**src/rtl/core/pspa_pkg.sv**
```systemverilog
// Shared constants, codes and types of the particle slot pool allocator.
package pspa_pkg;

    // Pool geometry and time field width.
    localparam int POOL_SLOTS = 64;
    localparam int TIME_BITS  = 16;
    localparam int SLOT_BITS  = $clog2(POOL_SLOTS);
    localparam int CNT_BITS   = $clog2(POOL_SLOTS + 1);

    // Configuration register layout.
    localparam int CFG_W   = 6;
    localparam int IDX_W   = 2;
    localparam int SUM_W   = CFG_W + 1;
    localparam int END_W   = (SUM_W > CNT_BITS) ? SUM_W : CNT_BITS;

    // Result field widths.
    localparam int OUT_SLOT_W = 6;
    localparam int OUT_CNT_W  = 7;

    localparam logic [IDX_W-1:0] REG_ALPHA = IDX_W'(0);
    localparam logic [IDX_W-1:0] REG_ADDIT = IDX_W'(1);
    localparam logic [CFG_W-1:0] CFG_RESET = CFG_W'(32);

    localparam logic REQ_EMIT = 1'b0;
    localparam logic REQ_TICK = 1'b1;

    // One slot as seen by the replacement search.
    typedef struct packed {
        logic                 valid;
        logic                 in_group;
        logic                 active;
        logic [SLOT_BITS-1:0] idx;
        logic [TIME_BITS-1:0] age;
        logic [TIME_BITS-1:0] life;
    } t_cand;

    // Outcome of the replacement search.
    typedef struct packed {
        logic                 found;
        logic                 free;
        logic [SLOT_BITS-1:0] idx;
    } t_pick;

endpackage

```
**src/rtl/core/pspa_victim.sv**
```systemverilog
// Slot search for emits: first free slot, else the one furthest through its life.
module pspa_victim
    import pspa_pkg::*;
(
    input  logic  i_clk,
    input  logic  i_rst_n,
    input  logic  i_clear,
    input  t_cand i_cand,
    output t_pick o_pick
);

    logic                   r_found;
    logic                   r_free;
    logic [SLOT_BITS-1:0]   r_idx;
    logic [TIME_BITS-1:0]   r_num;
    logic [TIME_BITS-1:0]   r_den;

    logic [TIME_BITS-1:0]   num;
    logic [TIME_BITS-1:0]   den;
    logic [2*TIME_BITS-1:0] prod_new;
    logic [2*TIME_BITS-1:0] prod_best;
    logic                   look;

    // A zero lifetime counts as a ratio of exactly one.
    always_comb begin
        if (i_cand.life != '0) begin
            num = i_cand.age;
            den = i_cand.life;
        end else begin
            num = TIME_BITS'(1);
            den = TIME_BITS'(1);
        end
        prod_new  = (2*TIME_BITS)'(num) * (2*TIME_BITS)'(r_den);
        prod_best = (2*TIME_BITS)'(r_num) * (2*TIME_BITS)'(den);
        look      = i_cand.valid && i_cand.in_group && !r_free;
    end

    always_ff @(posedge i_clk) begin
        if (!i_rst_n) begin
            r_found <= 1'b0;
            r_free  <= 1'b0;
        end else if (i_clear) begin
            r_found <= 1'b0;
            r_free  <= 1'b0;
        end else if (look) begin
            if (!i_cand.active) begin
                r_found <= 1'b1;
                r_free  <= 1'b1;
                r_idx   <= i_cand.idx;
            end else if (!r_found || (prod_new > prod_best)) begin
                // Strictly greater keeps the earliest slot on ties.
                r_found <= 1'b1;
                r_idx   <= i_cand.idx;
                r_num   <= num;
                r_den   <= den;
            end
        end
    end

    assign o_pick.found = r_found;
    assign o_pick.free  = r_free;
    assign o_pick.idx   = r_idx;

endmodule

```
**src/rtl/core/particle_slot_pool_allocator_unit.sv**
```systemverilog
// Top level of the particle slot pool allocator.
//
// A request is taken when i_start is high while o_busy is low. Every request,
// emit or tick, walks the whole pool of POOL_SLOTS slots through the age and
// lifetime memory, one slot per cycle on its single read port, so o_busy stays
// high through the scan state, the drain state in which the last read lands
// and the commit state. The result appears on the o_ ports for exactly one
// cycle, marked by o_valid, in the first cycle that o_busy is low again;
// there is no back-pressure, so the receiver must take it then. A new request
// may be started in that same cycle. Configuration writes are always accepted
// (o_cfg_ready is held high) and must only be issued while the block is idle.
module particle_slot_pool_allocator_unit
    import pspa_pkg::*;
(
    input  logic                  i_clk,
    input  logic                  i_rst_n,
    // Request channel.
    input  logic                  i_start,
    output logic                  o_busy,
    input  logic                  i_req_type,
    input  logic                  i_additive,
    input  logic [TIME_BITS-1:0]  i_lifetime,
    input  logic [TIME_BITS-1:0]  i_tick_time,
    // Result channel.
    output logic                  o_valid,
    output logic [OUT_SLOT_W-1:0] o_slot,
    output logic                  o_took_free,
    output logic [OUT_CNT_W-1:0]  o_expired_count,
    output logic [OUT_CNT_W-1:0]  o_live_count,
    // Configuration write channel.
    input  logic                  i_cfg_valid,
    output logic                  o_cfg_ready,
    input  logic [IDX_W-1:0]      i_cfg_index,
    input  logic [CFG_W-1:0]      i_cfg_data
);

    typedef enum logic [3:0] {
        S_IDLE   = 4'b0001,
        S_SCAN   = 4'b0010,
        S_DRAIN  = 4'b0100,
        S_COMMIT = 4'b1000
    } t_state;

    typedef struct packed {
        logic [TIME_BITS-1:0] life;
        logic [TIME_BITS-1:0] age;
    } t_entry;

    t_state r_state;
    t_state n_state;

    logic [CFG_W-1:0]      r_alpha;
    logic [CFG_W-1:0]      r_addit;
    logic                  r_req;
    logic                  r_add;
    logic [TIME_BITS-1:0]  r_life;
    logic [TIME_BITS-1:0]  r_dt;

    logic [SLOT_BITS-1:0]  r_rd_idx;
    logic                  r_pv;
    logic [SLOT_BITS-1:0]  r_pidx;
    logic [POOL_SLOTS-1:0] r_active;
    logic [CNT_BITS-1:0]   r_live;
    logic [CNT_BITS-1:0]   r_expired;

    logic                  r_done;
    logic [OUT_SLOT_W-1:0] r_o_slot;
    logic                  r_o_free;
    logic [OUT_CNT_W-1:0]  r_o_exp;
    logic [OUT_CNT_W-1:0]  r_o_live;

    // Age and lifetime store; the active flags live in flip-flops so that
    // reset clears them at once and the store needs no clearing pass.
    t_entry                mem [POOL_SLOTS];
    t_entry                r_rdata;

    logic                  accept;
    logic [END_W-1:0]      a_eff;
    logic [END_W-1:0]      b_eff;
    logic [END_W-1:0]      a_sum;
    logic [END_W-1:0]      alpha_end;
    logic [END_W-1:0]      pool_end;
    logic [END_W-1:0]      grp_lo;
    logic [END_W-1:0]      grp_hi;
    logic [END_W-1:0]      p_ext;
    logic                  in_use;
    logic                  in_group;
    logic                  p_active;
    logic                  is_emit;
    logic                  tick_on;
    logic [TIME_BITS:0]    age_sum;
    logic [TIME_BITS-1:0]  new_age;
    logic                  upd;
    logic                  retire;
    logic                  commit_emit;
    logic                  we;
    logic [SLOT_BITS-1:0]  waddr;
    t_entry                wdata;
    t_cand                 cand;
    t_pick                 pick;

    assign accept      = i_start && !o_busy;
    assign o_busy      = (r_state != S_IDLE);
    assign o_cfg_ready = 1'b1;

    // Group bounds: a zero register acts as one, and both ends clip to the pool.
    always_comb begin
        a_eff     = (r_alpha == '0) ? END_W'(1) : END_W'(r_alpha);
        b_eff     = (r_addit == '0) ? END_W'(1) : END_W'(r_addit);
        a_sum     = a_eff + b_eff;
        alpha_end = (a_eff > END_W'(POOL_SLOTS)) ? END_W'(POOL_SLOTS) : a_eff;
        pool_end  = (a_sum > END_W'(POOL_SLOTS)) ? END_W'(POOL_SLOTS) : a_sum;
        grp_lo    = r_add ? alpha_end : '0;
        grp_hi    = r_add ? pool_end : alpha_end;
    end

    // Slot whose memory data is on r_rdata this cycle.
    always_comb begin
        p_ext    = END_W'(r_pidx);
        in_use   = (p_ext < pool_end);
        in_group = (p_ext >= grp_lo) && (p_ext < grp_hi);
        p_active = r_active[r_pidx];
        is_emit  = (r_req == REQ_EMIT);
        tick_on  = (r_req == REQ_TICK) && (r_dt != '0);
        age_sum  = {1'b0, r_rdata.age} + {1'b0, r_dt};
        new_age  = age_sum[TIME_BITS] ? '1 : age_sum[TIME_BITS-1:0];
        upd      = r_pv && tick_on && p_active && in_use;
        retire   = upd && (new_age >= r_rdata.life);
    end

    assign cand.valid    = r_pv && is_emit;
    assign cand.in_group = in_group;
    assign cand.active   = p_active;
    assign cand.idx      = r_pidx;
    assign cand.age      = r_rdata.age;
    assign cand.life     = r_rdata.life;

    pspa_victim u_victim (
        .i_clk   (i_clk),
        .i_rst_n (i_rst_n),
        .i_clear (accept),
        .i_cand  (cand),
        .o_pick  (pick)
    );

    assign commit_emit = (r_state == S_COMMIT) && is_emit && pick.found;

    // One write port: ticks write back aged slots during the scan, an emit
    // writes its chosen slot in the commit cycle. The two never coincide.
    always_comb begin
        we    = upd || commit_emit;
        waddr = upd ? r_pidx : pick.idx;
        if (upd) begin
            wdata.life = r_rdata.life;
            wdata.age  = new_age;
        end else begin
            wdata.life = r_life;
            wdata.age  = '0;
        end
    end

    always_ff @(posedge i_clk) begin
        if (we) begin
            mem[waddr] <= wdata;
        end
        r_rdata <= mem[r_rd_idx];
    end

    always_comb begin
        n_state = r_state;
        unique case (r_state)
            S_IDLE: begin
                if (accept) begin
                    n_state = S_SCAN;
                end
            end
            S_SCAN: begin
                if (r_rd_idx == SLOT_BITS'(POOL_SLOTS - 1)) begin
                    n_state = S_DRAIN;
                end
            end
            S_DRAIN:  n_state = S_COMMIT;
            S_COMMIT: n_state = S_IDLE;
            default:  n_state = S_IDLE;
        endcase
    end

    always_ff @(posedge i_clk) begin
        if (!i_rst_n) begin
            r_state  <= S_IDLE;
            r_alpha  <= CFG_RESET;
            r_addit  <= CFG_RESET;
            r_pv     <= 1'b0;
            r_active <= '0;
            r_done   <= 1'b0;
            r_rd_idx <= '0;
        end else begin
            r_state <= n_state;
            r_pv    <= (r_state == S_SCAN);
            r_done  <= (r_state == S_COMMIT);

            if (i_cfg_valid && o_cfg_ready) begin
                if (i_cfg_index == REG_ALPHA) begin
                    r_alpha <= i_cfg_data;
                end else if (i_cfg_index == REG_ADDIT) begin
                    r_addit <= i_cfg_data;
                end
            end

            if (accept) begin
                r_rd_idx <= '0;
            end else if (r_state == S_SCAN) begin
                r_rd_idx <= r_rd_idx + SLOT_BITS'(1);
            end

            if (retire) begin
                r_active[r_pidx] <= 1'b0;
            end
            if (commit_emit) begin
                r_active[pick.idx] <= 1'b1;
            end
        end
    end

    // Request capture, live and retire counting, and the result registers.
    always_ff @(posedge i_clk) begin
        r_pidx <= r_rd_idx;
        if (accept) begin
            r_req     <= i_req_type;
            r_add     <= i_additive;
            r_life    <= i_lifetime;
            r_dt      <= i_tick_time;
            r_live    <= '0;
            r_expired <= '0;
        end else if (r_pv) begin
            if (in_use && p_active && !retire) begin
                r_live <= r_live + CNT_BITS'(1);
            end
            if (retire) begin
                r_expired <= r_expired + CNT_BITS'(1);
            end
        end

        if (r_state == S_COMMIT) begin
            // An emit into a free slot adds one live slot; a replacement
            // keeps the count, and the chosen slot always lies in use.
            if (is_emit) begin
                r_o_slot <= pick.found ? OUT_SLOT_W'(pick.idx) : '0;
                r_o_free <= pick.found && pick.free;
                r_o_exp  <= '0;
                r_o_live <= OUT_CNT_W'(r_live + CNT_BITS'(pick.found && pick.free));
            end else begin
                r_o_slot <= '0;
                r_o_free <= 1'b0;
                r_o_exp  <= OUT_CNT_W'(r_expired);
                r_o_live <= OUT_CNT_W'(r_live);
            end
        end
    end

    assign o_valid         = r_done;
    assign o_slot          = r_o_slot;
    assign o_took_free     = r_o_free;
    assign o_expired_count = r_o_exp;
    assign o_live_count    = r_o_live;

endmodule

```
**config.mk**
```make
export PLATFORM = sky130hd
export DESIGN_NAME = particle_slot_pool_allocator_unit
export DESIGN_NICKNAME = d
export VERILOG_FILES = /design/src/rtl/core/pspa_pkg.sv /design/src/rtl/core/pspa_victim.sv /design/src/rtl/core/particle_slot_pool_allocator_unit.sv
export SDC_FILE = /design/constraint.sdc
export NUM_CORES = 2
export LEC_CHECK = 0
export BUFFER_PORTS_ARGS = -buffer_cell sky130_fd_sc_hd__buf_2
export CORE_AREA = 2 2 466 468
export DETAILED_ROUTE_END_ITERATION = 10
export DIE_AREA = 0 0 468 470
export GPL_TIMING_DRIVEN = 1
export HOLD_SLACK_MARGIN = 0.02
export PLACE_DENSITY = 0.68
export RECOVER_POWER = 50
export SLEW_MARGIN = 25
export SYNTH_ARGS = -nofsm -noshare
export SYNTH_HDL_FRONTEND = slang
export SYNTH_SLANG_ARGS = --single-unit
```
**constraint.sdc**
```tcl
create_clock -name i_clk -period 10 [get_ports i_clk]
set_input_delay 0.5 -clock i_clk [delete_from_list [all_inputs] [get_ports i_clk]]
set_output_delay 0.5 -clock i_clk [all_outputs]
set_load 0.005 [all_outputs]
```
==> results.toml <==
[synthesis]
syn_inst = 6270
synthArstFlopShare = 0
ys.warnings.count = 0
synth_edf_count = 2141
synth_cell_types = 83
seq_area_frac_synth = 0.627
synth_fp_nets = 7005
syn_area_sq_um = 107000
ys_ff_latch = 2283
syn_avg_cell_area_sq_um = 17.1
ys.flop_type = "edfxtp_1"

[run_status]
violations = "max-capacitance violations, max-slew violations"
status = "finished, violations left"

[routing]
vias_per_cell = 6.16
wirelength_microns = 277000
ant_nets = 0
drt-wirelength-per-cell_microns = 29.3
dr.pass1.iters = 6
drt_iter0_drc = 6979
vias = 58333
drc_errors = 0

[floorplanning]
design.core.area_sq_um = 216000
ios = 70
initial_utilization = 0.497
fp.dieW_microns = 468
die_area_sq_um = 220000
die_h_microns = 470
rows = 171

[global_route]
grt_pass1_wl_microns = 407000
grt_max_degree = 139
grt_overflow = 0
antenna_found_initial = 11
track_usage = 0.254
grt_pass1_vias = 59098

[clock_tree]
numCtsBuffers = 222
cts_setup_buffers = 0
worstSkewPairLatency_ns = 0.89
cts_tree = "done"
root_buffer = "clkbuf_16"
clock_path_buffers = 3
htreeDepth = 4
cts.sinks = 2283
path_clk_slew_ns = 0.06

[worst_setup_path]
crit_slowest_cell = "fa_1"
worstPathMaxFanout = 95
reg2reg_slack_ns = 0.43
r2r_start = "cand[11]"
max_stage_delay_ns = 0.54
critPathRequiredTime_ns = 10.56
worst_setup_path_start_kind = "flip-flop"
crit_type = "flip-flop to flip-flop"
r2r-end = "u_victim.r_num[9]"
ff2ff_path_depth = 33
crit_path_frequent_cell = "fa_1"
cp.arrival_ns = 10.13
cp-end-kind = "flip-flop"
crit_path_end = "u_victim.r_num[9]"
startpoint = "cand[11]"

[pwr]
leakagePower_uw = 0.0432
peakVddDrop_mv = 0.187
power_density_nw_per_um2 = 168

[final_layout]
final_util = 0.554
final_nets = 7180
syn_to_final_growth_pct = 11.5
drive_gt1_frac = 0.193

[timing]
rsz0062_at_grt = "false"
period_minus_slack_ns = 9.57
max_freq_mhz = 104
hold_violations = 0
clock_skew_ns = 0.0452
slew_viol_final = 2883
slew_headroom = -1.57
totalNegativeSetupSlack_ns = 0
finalCritPeriodShare = 0.957
finalSetupViolCount = 0
tightest_slew_ns = 3.85

[flow_run]
cap_viol_max_count = 67

[placement]
place_hpwl_microns = 169000
io_buffers = 68
gp_congestion = 0.903

[hold_path]
hp-class = "input port to flip-flop"
[state kept, by name, summed over array words and instances, names as in the netlist, 16 cells and up]
| register | flops |
|---|---|
| r_dt | 16 |
| cand | 32 |
| u_victim.r_den | 16 |
| r_life | 16 |
| mem | 2048 |
| r_active | 64 |
| u_victim.r_num | 16 |
[layout by cell type, fill, tap and decap left out, types with 25 or more instances in the layout]
master	n
edfxtp_1	2141
mux4_2	677
inv_1	512
nand2_1	487
fa_1	390
ha_1	299
clkbuf_16	224
and2_1	145
dfxtp_1	142
clkbuf_1	129
buf_4	123
and3_1	119
nor2_1	105
o21ai_0	98
a21oi_1	93
nor3_1	50
dlygate4sd3_1	43
buf_2	41
clkinv_1	39
xnor2_1	37
nand3_1	36
clkinv_2	36
o22ai_1	35
xor2_1	35
a21o_1	34
mux2i_1	31
nor2b_1	30
and2_0	29
o22ai_4	29
nand2b_1	28
nor4_1	25
[report_power, final]
| group | switching (uW) | total [uW] | leakage, uW | internal (uW) |
|---|---|---|---|---|
| clock network | 3590 | 8300 | 0.00350 | 4720 |
| logic | 818 | 1310 | 0.0166 | 491 |
| registers | 18.3 | 10400 | 0.0230 | 10400 |
| total | 4420 | 20000 | 0.0432 | 15600 |
[metrics by stage]
step / instance area (sq um) / cells / total power, uW / hold slack, ns / worst slack (ns)
after floorplan: 107000 / 6270 / 11500 / 0.329 / 0.452
after global placement: 112000 / 9031 / 11900 / 0.443 / 0.418
after detailed placement: 112000 / 9032 / 11900 / 0.444 / 0.315
after CTS: 120000 / 9476 / 20100 / 0.0243 / 0.284
after global routing: 119000 / 9477 / 20700 / 0.0737 / 0.00290
final: 119000 / 9477 / 20000 / 0.0778 / 0.427
[worst min path at each step]
stage / cells after the start / to / slack [ns] / startpoint
2_1_floorplan: 0 / r_pidx[2] / 0.33 / r_rd_idx[2]
4_1_cts: 4 / r_alpha[3] / 0.02 / i_cfg_index[1]
3_5_place_dp: 0 / r_pidx[5] / 0.44 / r_rd_idx[5]
6_report: 4 / r_alpha[2] / 0.08 / i_cfg_index[1]
5_1_grt: 4 / r_alpha[1] / 0.07 / i_cfg_index[1]
3_3_place_gp: 0 / r_pidx[5] / 0.44 / r_rd_idx[5]
[critical path: cells and delay by family, from the launching register on]
kind / cells / cell delay (ns)
compound gates: 9 / 2.44
xor+xnor: 1 / 0.11
buf+inv: 6 / 0.81
flops: 1 / 0.32
fa+ha+maj: 8 / 3.27
simple gates: 9 / 2.19
[final cells by class]
cell class              count  area (sq um)
flip-flops and latches   2283         67100
multi-input cells        3122         37600
inverters                 513          1930
repair buffers            303          2060
well taps                2854          3570
diodes                      1          2.50
clock inverters           123          1350
fillers                 16469         96200
clock buffers             278          5850
[synthesized netlist by cell type, types with 7 or more instances]
library cell	n	area, sq um
and3_1	119	744
or4_1	9	67.6
o311ai_0	10	87.6
a41oi_1	13	114
buf_1	56	210
a31oi_1	14	87.6
nor2b_1	30	188
or3_1	15	93.8
nand3_1	35	175
nor3b_1	13	97.6
mux4_2	677	15200
o21a_1	22	165
nor4_1	24	150
buf_2	9	45.0
inv_1	511	1920
and3b_1	9	78.8
and2_1	176	1100
a21o_1	34	255
nand2b_1	28	175
nand4_1	16	100
nor2_1	111	417
a211oi_1	8	60.1
edfxtp_1	2141	64300
or2_2	9	56.3
xnor2_1	37	324
ha_1	299	3740
o21ai_0	115	576
o21bai_1	17	128
dfxtp_1	142	2840
xor2_1	35	307
or3b_2	7	61.3
fa_1	390	7810
a21oi_1	108	541
nor3_1	51	255
o22ai_1	64	400
clkbuf_1	276	1040
nand3b_1	8	60.1
mux2i_1	31	310
nand2_1	485	1820
a21boi_0	10	75.1
[what timing repair did]
item                                    4_1_cts  5_1_grt
gates resized for setup                       0       12
hold buffers                                 43        0
endpoints found under the setup margin        0       38
endpoints found under the hold margin        54        0
[routing by layer]
layer  part of all wire  up-vias  track usage
met5           0.000097        -            0
met4              0.035        4       0.0800
met3              0.092      488       0.0473
met2               0.48     2771        0.401
met1               0.40    30802        0.362
li1                   -    24268            -
[logic make-up after synthesis]
| kind of cell | share of synthesized area |
|---|---|
| adder cells (fa/ha/maj) | 0.108 |
| multiplexers | 0.146 |
| AO/OA/AOI/OAI | 0.0290 |
| XOR/XNOR | 0.00588 |
| other | 0.0000350 |
| flip-flops | 0.627 |
| buffers and inverters | 0.0309 |
| AND/OR/NAND/NOR | 0.0542 |
(Power assumes the default switching activity.)
